==> src/rtl/tag_nesting_arc_tally_top_defines.svh <==
// Assertion macros for the tag nesting arc tally block.
`ifndef TAG_NESTING_ARC_TALLY_TOP_DEFINES_SVH
`define TAG_NESTING_ARC_TALLY_TOP_DEFINES_SVH
`define TNAT_ASSERT_IMPL(label, clk, rst_n, ante, cons) \
    label: assert property (@(posedge clk) disable iff (!rst_n) (ante) |-> (cons)) \
        else $error("assertion failed");
`define TNAT_ASSERT_NEXT(label, clk, rst_n, ante, cons) \
    label: assert property (@(posedge clk) disable iff (!rst_n) (ante) |=> (cons)) \
        else $error("assertion failed");
`endif

==> src/rtl/tnat_pkg.sv <==
// Package with shared types and constants of the tag nesting arc tally block.
package tnat_pkg;
    localparam logic [2:0] FUNC_PUSH     = 3'd0;
    localparam logic [2:0] FUNC_POP      = 3'd1;
    localparam logic [2:0] FUNC_PUSH_POP = 3'd2;
    localparam logic [2:0] FUNC_DROP     = 3'd3;
    localparam logic [2:0] FUNC_CLEAR    = 3'd4;
    localparam logic [1:0] ST_OK         = 2'd0;
    localparam logic [1:0] ST_TABLE_FULL = 2'd1;
    localparam logic [1:0] ST_STACK_FULL = 2'd2;
    localparam logic [4:0] EXP_MAX       = 5'd31;

    typedef struct packed {
        logic        arc_valid;
        logic [7:0]  arc_index;
        logic [7:0]  parent_tag;
        logic [7:0]  child_tag;
        logic [31:0] arc_count;
        logic        sampled;
        logic [3:0]  sample_slots_used;
        logic [6:0]  nest_depth;
        logic        select_flag;
        logic [1:0]  status;
        logic        last;
    } t_result;
endpackage

==> src/rtl/tnat_out_reg.sv <==
// Output register that holds one result transaction until it is taken.
module tnat_out_reg (
    input  logic               i_clk,
    input  logic               i_rst_n,
    input  logic               i_load,
    input  tnat_pkg::t_result  i_res,
    input  logic               i_stall,
    output logic               o_full,
    output logic               o_valid,
    output tnat_pkg::t_result  o_res
);
    logic              r_valid;
    tnat_pkg::t_result r_res;

    always_ff @(posedge i_clk) begin
        if (!i_rst_n) begin
            r_valid <= 1'b0;
        end else if (i_load) begin
            r_valid <= 1'b1;
        end else if (!i_stall) begin
            r_valid <= 1'b0;
        end
        if (i_load) begin
            r_res <= i_res;
        end
    end

    assign o_full  = r_valid && i_stall;
    assign o_valid = r_valid;
    assign o_res   = r_res;
endmodule

==> config.mk <==
export PLATFORM = sky130hd
export DESIGN_NAME = tnat_out_reg
export DESIGN_NICKNAME = d
export VERILOG_FILES = /design/src/rtl/tag_nesting_arc_tally_top_defines.svh /design/src/rtl/tnat_pkg.sv /design/src/rtl/tnat_out_reg.sv
export SDC_FILE = /design/constraint.sdc
export NUM_CORES = 1
export LEC_CHECK = 0
export BUFFER_PORTS_ARGS = -buffer_cell sky130_fd_sc_hd__buf_2
export CAP_MARGIN = 20
export CELL_PAD_IN_SITES_DETAIL_PLACEMENT = 2
export CELL_PAD_IN_SITES_GLOBAL_PLACEMENT = 2
export CORE_MARGIN = 2
export CORE_UTILIZATION = 27
export CTS_BUF_LIST = sky130_fd_sc_hd__clkbuf_16
export DETAILED_ROUTE_END_ITERATION = 12
export PLACE_DENSITY = 0.85
export SLEW_MARGIN = 20
export SYNTH_ARGS = -nofsm -noshare
export SYNTH_HDL_FRONTEND = slang
export SYNTH_SLANG_ARGS = --single-unit
==> constraint.sdc <==
create_clock -name i_clk -period 0.92 [get_ports i_clk]
set_input_delay 0.046 -clock i_clk [delete_from_list [all_inputs] [get_ports i_clk]]
set_output_delay 0.046 -clock i_clk [all_outputs]
set_load 0.05 [all_outputs]
==> results of run 1 <==
==> worst reg2reg max path, stage by stage, from the launching register on <==
cell and delay [ps]:
dfxtp_4 340, and2_4 140, buf_4 120, o21a_1 150
==> metrics by stage <==
step	hold WS (ps)	cells
floorplan	145	76
global placement	222	335
detailed placement	224	335
CTS	62.8	425
global route	171	427
finish	175	427
==> layout make-up <==
| type | instances | area [um2] | area share |
|---|---|---|---|
| Sequential cell | 74 | 2220 | 0.469 |
| Clock buffer | 9 | 225 | 0.0477 |
| Clock inverter | 7 | 116 | 0.0246 |
| Timing Repair Buffer | 229 | 2020 | 0.427 |
| Antenna cell | 1 | 2.50 | 0.000530 |
| Multi-Input combinational cell | 2 | 16.3 | 0.00344 |
| Tap cell | 105 | 131 | 0.0278 |
==> registers in the layout, summed over array words and instances, names as in the netlist <==
name,count
o_res,73
o_valid,1
==> timing repair <==
item | in CTS | in global routing
setup endpoints to repair | 75 | 75
resized for setup | 149 | 0
hold buffers | 74 | 0
pin swaps | 1 | 0
setup buffers | 0 | 1
endpoints found under the hold margin | 74 | 0
==> per-layer routing <==
metal | share of wire | global-route usage | vias up
met5 | 0 | 0 | -
met3 | 0.070 | 0.0543 | 6
met4 | 0.0084 | 0.0543 | 0
li1 | - | - | 789
met1 | 0.32 | 0.178 | 825
met2 | 0.60 | 0.385 | 87
==> logic make-up after synthesis <==
family          Yosys count  synth area share
simple gates              1           0.00393
flops                    74             0.993
compound gates            1           0.00337
==> power breakdown <==
group	total, mW	internal [mW]	switching [mW]
clock	4.02	2.65	1.37
sequential	4.15	4.01	0.143
combinational	2.04	0.818	1.22
==> cell usage in the layout (no fill, tap or decap), types with 2 or more instances in the layout <==
master          n
clkinv_2        2
dlygate4sd3_1  74
edfxtp_1       73
clkbuf_16       9
buf_2          77
buf_6          73
buf_12          2
buf_4           2
bufinv_16       3
==> worst paths after layout <==
path                                            from                    to  slack (ps)  cells after the start
worst max register to register  o_valid$_SDFFE_PN0P_  o_valid$_SDFFE_PN0P_          60                      3
worst min register to register  o_valid$_SDFFE_PN0P_  o_valid$_SDFFE_PN0P_         700                      3
worst min-delay path                         i_stall  o_valid$_SDFFE_PN0P_         170                      4
worst max-delay path            o_valid$_SDFFE_PN0P_                o_full         -70                      2
==> impl_results.md, run 1 <==
* Slew Viols, Final at 0
* Post-synthesis net count at 153
* Hold Fails Final Rpt at 0
* Core Box Area at 8090 um2
* Top post-synthesis cells by area: edfxtp_1 (98%), dfxtp_1 (0.90%), and2_4 (0.39%)
* PortBufs at 151
* Routed length per instance at 19.0 um
* Crit path max-delay family: flip-flops
* First-pass iteration count of the detailed router at 4
* Number of flops mapped to enable cells by yosys at 73
* Max FO, Critical Path at 2
* Fin Setup TNS at -1030 ps
* Mapped Area at 2230 um2
* Grt ovf at 0
* Fill count at 711
* Routability cong. at 0.695
* Final wirelength at 8110 um
* Skew final at 0 ps
* Setup-violating endpoint count in the final report at 50
* Initial antenna violation count at 1
* Synthesized instance count at 76
* Top cell type's share of synthesized area at 0.984
* Pwr per Cell Area at 2160 nW/um2
* Failing checks: setup timing
* Die width at 94.8 um
* Vias in the first global route at 2,063
* Yosys warns at 0
* 1st-iter DRT viols at 31
* Tightest Pin Transition at 261 ps
* Global Route Usage Sum at 0.189
* Highest Clock Rate at 1.01 GHz
* CP max stage delay at 340 ps
* Synth top cells by count: edfxtp_1 (73), and2_4 (1), dfxtp_1 (1), o21a_1 (1)
* CP Capture Type: output pin
* Syn Area/Cell at 29.3 um2
* Post-route setup slack at -71.7 ps
* Die area at 9000 um2
* Ys async rst share at 0
* Nets at 393
* # IOs at 152
* Final min period at 992 ps
* Min-Delay Path Class: input port to flop
* Core Rows at 33
* RSZ-0062 raised after global routing: true
* Final core occ at 0.584
* Final ANT Viol Nets at 0
* DR vias/cell at 4.00
* Area Growth Syn to Fin at 112%
* Worst Path Required at 870 ps
* Critical path type: flop to output pin
* Slew HR at 0.827
* Critical path buffers and inverters at 1
* Cells along the critical path: and2_4, buf_8
* Synth unique cells at 4
* Die height at 94.8 um
* Arrival time at the worst endpoint at 950 ps
* Top-count cell post-synth: edfxtp_1
* Clk root buf: clkbuf_16
* Initial Utilization at 0.275
* #FFs+latches synth at 74
* Peak supply drop at 0.00112 V
* Placed inst area at 3170 um2
* H-Tree Depth at 3
* Clk slew on worst S/H paths at 60 ps
* DRC at 0
* Detailed-placement wirelength estimate at 4610 um
* Clock sinks at 74
* First-pass GRT wire length at 11,900 um
* Post-Place Worst Slack at 144 ps
* CP max-delay cell: dfxtp_4
* Seq/Total Area, Yosys at 0.993
* CTS max path bufs at 2
* Synth area leader: edfxtp_1
* Vias at 1,707
* Largest net degree at the start of global routing at 37
* Total power at 10.2 mW
* CTS tree: done
* Outcome: complete, but fails checks
* Clock latency on the worst-skew pair at 320 ps
* Top_reg_cell synth: edfxtp_1
* Max-cap violation count at 0
* Pleak at 1.99 nW
* Share of layout cells above drive strength 1 at 0.539
* Design Area, Final at 4730 um2
* Fin crit share at 1.08
* Startpoint Class: flop
* Num CTS Buffers at 9
Note: power is estimated with default switching activity, not from simulation.
==> inputs of run 2 (changes only) <==
--- a/config.mk
+++ b/config.mk
@@ -13,6 +13,7 @@
 export CORE_UTILIZATION = 27
 export CTS_BUF_LIST = sky130_fd_sc_hd__clkbuf_16
 export DETAILED_ROUTE_END_ITERATION = 12
+export GPL_TIMING_DRIVEN = 0
 export PLACE_DENSITY = 0.85
 export SLEW_MARGIN = 20
 export SYNTH_ARGS = -nofsm -noshare
==> impl_results.md, run 2 (synthesized netlist as in run 1, its figures left out) <==
* DR vias/cell at 4.02 (+0.53%)
* Largest net degree at the start of global routing at 47 (+27%)
* Critical path capture point: o_full
* CP Capture Type: output pin
* Reg-to-reg startpoint: o_valid$_SDFFE_PN0P_
* Pwr per Cell Area at 2060 nW/um2 (-4.6%)
* CP max-delay cell: dfxtp_4
* Dpl cells at 333 (-0.60%)
* First-pass GRT wire length at 12,000 um (+0.99%)
* GR Util met2 at 0.381 (-0.00355)
* Critical path buffers and inverters at 1 (unchanged)
* Largest register FFs at 73 (unchanged)
* Most frequent cells in the layout: buf_2 (76), dlygate4sd3_1 (74), edfxtp_1 (73), buf_6 (73), clkbuf_16 (9)
* Met1 Use GR at 0.184 (+0.00670)
* Max-cap violation count at 0 (unchanged)
* Core Box Area at 8090 um2 (unchanged)
* RSZ-0062 raised after global routing: true
* Pleak at 1.95 nW (-2.0%)
* WP depth at 2 (unchanged)
* 1st-iter DRT viols at 64 (+110%)
* Crit path max-delay family: flip-flops
* First-pass iteration count of the detailed router at 4 (unchanged)
* Worst Path Required at 870 ps (about the same)
* Cells along the critical path: and2_4, buf_8
* Num CTS Buffers at 9 (unchanged)
* Arrival time at the worst endpoint at 940 ps (about the same)
* CTS tree: done
* Grt ovf at 0 (unchanged)
* Routed length per instance at 19.7 um (+3.8%)
* # IOs at 152 (unchanged)
* DRC at 0 (unchanged)
* Final min period at 985 ps (-7.14 ps)
* Slew Viols, Final at 0 (unchanged)
* Vias at 1,704 (-0.18%)
* CTS max path bufs at 2 (unchanged)
* Critical path type: flop to output pin
* Area Growth Syn to Fin at 108%
* Die width at 94.8 um (unchanged)
* Share of layout cells above drive strength 1 at 0.525 (-0.0138)
* Fin crit share at 1.07 (-0.00776)
* Die height at 94.8 um (unchanged)
* Worst reg2reg endpoint: o_valid$_SDFFE_PN0P_
* Max FO, Critical Path at 2 (unchanged)
* Crit path from: o_valid$_SDFFE_PN0P_
* CP max stage delay at 340 ps (about the same)
* PortBufs at 151 (unchanged)
* Initial Utilization at 0.275 (unchanged)
* Reg2Reg Setup Slack at 160 ps (+100 ps)
* Reg area at 2220 um2 (unchanged)
* Fill count at 694 (-2.4%)
* Tightest Pin Transition at 401 ps (+140 ps)
* Die area at 9000 um2 (unchanged)
* Busiest grt layer: met2
* Hold Fails Final Rpt at 0 (unchanged)
* Clk root buf: clkbuf_16
* H-Tree Depth at 3 (unchanged)
* Reg2Reg Depth at 2 (-1)
* Slew HR at 0.733 (-0.0947)
* Area of the multi-input gates at 16.3 um2 (unchanged)
* Clock sinks at 74 (unchanged)
* Final ANT Viol Nets at 0 (unchanged)
* Initial antenna violation count at 1 (unchanged)
* Most common cell after layout, fill and taps aside: buf_2
* Post-Place Worst Slack at -130 ps (-273 ps)
* Clock latency on the worst-skew pair at 310 ps (about the same)
* Startpoint Class: flop
* Global Route Usage Sum at 0.192 (+0.00372)
* Skew final at 0 ps (unchanged)
* Outcome: complete, but fails checks
* Highest Clock Rate at 1.02 GHz (+0.72%)
* Peak supply drop at 0.000909 V (-19%)
* Finished Layout Cells at 424 (-0.70%)
* Grt met3 use at 0.0535 (-0.000798)
* Routability cong. at 0.654 (-5.8%)
* Nets at 390 (-0.76%)
* Post-route setup slack at -64.6 ps (+7.14 ps)
* Failing checks: setup timing
* Min-Delay Path Class: input port to flop
* Total power at 9.56 mW (-6.3%)
* Vias in the first global route at 2,026 (-1.8%)
* Final wirelength at 8350 um (+3.0%)
* Postcts setup bufs at 0 (unchanged)
* Hold slack at 109 ps (-66.0 ps)
* Setup-violating endpoint count in the final report at 41 (-18%)
* Core Rows at 33 (unchanged)
* Clk slew on worst S/H paths at 50 ps (about the same)
## run 2: worst register-to-register path, delay by kind of cell, from the launching register on
family           cells  cell delay [ps]
flip-flops           1              340
AO/OA/AOI/OAI        1              170
AND/OR/NAND/NOR      1              140
## run 2: final cells by class
type,count,share of cell area
Sequential cell,74,0.478
Multi-Input combinational cell,2,0.00351
Clock inverter,7,0.0135
Clock buffer,9,0.0485
Antenna cell,1,0.000539
Tap cell,105,0.0283
Timing Repair Buffer,226,0.428
## run 2: what timing repair did
item / CTS / global route
setup endpoints to repair: 75 / 75
pin swaps: 1 / 0
resized for setup: 149 / 0
hold buffers: 74 / 0
hold endpoints to repair: 74 / 0
## run 2: how the worst min path moves through the flow
| stage | start | to | cells after the start |
|---|---|---|---|
| final | i_stall | o_valid$_SDFFE_PN0P_ | 3 |
| after global routing | i_stall | o_valid$_SDFFE_PN0P_ | 3 |
| after CTS | i_stall | o_valid$_SDFFE_PN0P_ | 3 |
| after detailed placement | i_res[69] | o_res[69]$_DFFE_PP_ | 1 |
| after global placement | i_res[3] | o_res[3]$_DFFE_PP_ | 1 |
| after floorplan | i_res[0] | o_res[0]$_DFFE_PP_ | 0 |
## run 2: routing by layer
| metal | part of all wire | wire length (um) |
|---|---|---|
| met3 | 0.067 | 559 |
| met1 | 0.32 | 2690 |
| met2 | 0.60 | 4980 |
| met5 | 0 | 0 |
| met4 | 0.014 | 114 |
## run 2: stage by stage
stage               cell area, um2   util  TNS [ps]
global route                  4640  0.573     -2730
finish                        4640  0.573      -822
global placement              3120  0.385    -49960
detailed placement            3140  0.388     -5860
CTS                           4640  0.573      -997
floorplan                     2230      -         0
## run 2: power by group
| group | switching (mW) | leakage [nW] | internal [mW] |
|---|---|---|---|
| logic | 1.22 | 1.08 | 0.806 |
| clock network | 1.31 | 0.145 | 2.07 |
| registers | 0.144 | 0.723 | 4.01 |
==> inputs of run 3 (changes only) <==
--- a/config.mk
+++ b/config.mk
@@ -15,6 +15,7 @@
 export DETAILED_ROUTE_END_ITERATION = 12
 export GPL_TIMING_DRIVEN = 0
 export PLACE_DENSITY = 0.85
+export RECOVER_POWER = 100
 export SLEW_MARGIN = 20
 export SYNTH_ARGS = -nofsm -noshare
 export SYNTH_HDL_FRONTEND = slang
==> impl_results.md, run 3 (synthesized netlist as in run 1, its figures left out) <==
* Core Box Area at 8090 um2 (unchanged)
* Final wirelength at 8340 um (-0.17%)
* Core Rows at 33 (unchanged)
* Final min period at 984 ps (-0.137 ps)
* Critical path type: flop to output pin
* Routed length per instance at 19.7 um (-0.17%)
* Vias in the first global route at 2,026 (unchanged)
* Dpl cells at 333 (unchanged)
* DR vias/cell at 4.02 (unchanged)
* Initial Utilization at 0.275 (unchanged)
* CTS max path bufs at 2 (unchanged)
* Num CTS Buffers at 9 (unchanged)
* Fin crit share at 1.07 (about the same)
* Failing checks: setup timing
* Clk slew on worst S/H paths at 50 ps (about the same)
* Post-Place Worst Slack at -130 ps (unchanged)
* Design Area, Final at 4620 um2 (-0.43%)
* Worst reg2reg endpoint: o_valid$_SDFFE_PN0P_
* Setup-violating endpoint count in the final report at 40 (-2.4%)
* Startpoint Class: flop
* Placed inst area at 3140 um2 (unchanged)
* 1st-iter DRT viols at 65 (+1.6%)
* Die height at 94.8 um (unchanged)
* Initial antenna violation count at 1 (unchanged)
* Area Growth Syn to Fin at 107%
* RSZ-0062 raised after global routing: true
* PortBufs at 151 (unchanged)
* Skew final at 0 ps (unchanged)
* Slew Viols, Final at 0 (unchanged)
* Reg-to-reg startpoint: o_valid$_SDFFE_PN0P_
* Routability cong. at 0.654 (unchanged)
* Total power at 9.55 mW (-0.11%)
* Outcome: complete, but fails checks
* Final ANT Viol Nets at 0 (unchanged)
* Critical path capture point: o_full
* Most common cell after layout, fill and taps aside: dlygate4sd3_1
* Crit path from: o_valid$_SDFFE_PN0P_
* H-Tree Depth at 3 (unchanged)
* Hold Fails Final Rpt at 0 (unchanged)
* Highest Clock Rate at 1.02 GHz (about the same)
* Share of layout cells above drive strength 1 at 0.487 (-0.0377)
* Die area at 9000 um2 (unchanged)
* Tightest Pin Transition at 395 ps (-6.58 ps)
* Max FO, Critical Path at 2 (unchanged)
* Fin Setup TNS at -807 ps (+15.9 ps)
* First-pass iteration count of the detailed router at 4 (unchanged)
* Clock latency on the worst-skew pair at 310 ps (about the same)
* Finished Layout Cells at 424 (unchanged)
* Nets at 390 (unchanged)
* Post-route setup slack at -64.4 ps (+0.137 ps)
* Largest register FFs at 73 (unchanged)
* Final core occ at 0.571 (-0.00247)
* Worst Path Required at 870 ps (about the same)
* # IOs at 152 (unchanged)
* Largest net degree at the start of global routing at 47 (unchanged)
* Pwr per Cell Area at 2070 nW/um2 (+0.32%)
* Arrival time at the worst endpoint at 940 ps (about the same)
* Hold slack at 108 ps (-0.211 ps)
* Clock sinks at 74 (unchanged)
* Global Route Usage Sum at 0.192 (unchanged)
* CTS tree: done
* Most frequent cells in the layout: dlygate4sd3_1 (74), edfxtp_1 (73), buf_6 (73)
* Clk root buf: clkbuf_16
* Slew HR at 0.737 (+0.00438)
* DRC at 0 (unchanged)
* Pleak at 1.91 nW (-1.8%)
* Grt ovf at 0 (unchanged)
* Max-cap violation count at 0 (unchanged)
* Peak supply drop at 0.000908 V (about the same)
* First-pass GRT wire length at 12,000 um (unchanged)
* Vias at 1,704 (unchanged)
* Reg2Reg Setup Slack at 160 ps (about the same)
* CP Capture Type: output pin
* Min-Delay Path Class: input port to flop
* Reg2Reg Depth at 2 (unchanged)
* Die width at 94.8 um (unchanged)
* Fill count at 703 (+1.3%)
==> run 3: cell count changes in the layout (fill, tap and decap cells not counted), sizes merged <==
cell | previous run | this run
buf | 152 | 141
clkbuf | 9 | 20
==> run 3: how the worst min path moves through the flow <==
stage               from              endpoint  cells after the start
2_1_floorplan   i_res[0]    o_res[0]$_DFFE_PP_                      0
3_3_place_gp    i_res[3]    o_res[3]$_DFFE_PP_                      1
3_5_place_dp   i_res[69]   o_res[69]$_DFFE_PP_                      1
4_1_cts          i_stall  o_valid$_SDFFE_PN0P_                      3
5_1_grt          i_stall  o_valid$_SDFFE_PN0P_                      3
6_report         i_stall  o_valid$_SDFFE_PN0P_                      3
==> run 3: critical path, stage by stage, from the launching register on <==
cell	delay (ps)
dfxtp_4	340
and2_4	150
buf_8	140
==> run 3: power breakdown <==
group / total (mW) / leakage [nW] / switching (mW) / internal, mW
Sequential: 4.15 / 0.723 / 0.143 / 4.01
Combinational: 2.02 / 1.04 / 1.22 / 0.797
Clock: 3.38 / 0.145 / 1.31 / 2.07
==> run 3: layout make-up <==
class / count / area [um2] / share of cell area
multi-input cells: 2 / 16.3 / 0.00352
clock buffers: 9 / 225 / 0.0488
flip-flops and latches: 74 / 2220 / 0.480
diodes: 1 / 2.50 / 0.000542
clock inverters: 7 / 62.6 / 0.0135
repair buffers: 226 / 1970 / 0.426
well taps: 105 / 131 / 0.0284
==> run 3: metal layers <==
metal / global-route usage / up-vias / wire length, um
li1: - / 786 / -
met1: 0.184 / 815 / 2680
met2: 0.381 / 92 / 4990
met3: 0.0535 / 11 / 555
met4: 0.0737 / 0 / 114
met5: 0 / - / 0
==> run 3: what timing repair did <==
| action | CTS | global route |
|---|---|---|
| hold buffers | 74 | 0 |
| hold endpoints to repair | 74 | 0 |
| endpoints found under the setup margin | 75 | 75 |
| resized for setup | 149 | 0 |
| pin swaps | 1 | 0 |
| buffers inserted | 0 | 0 |
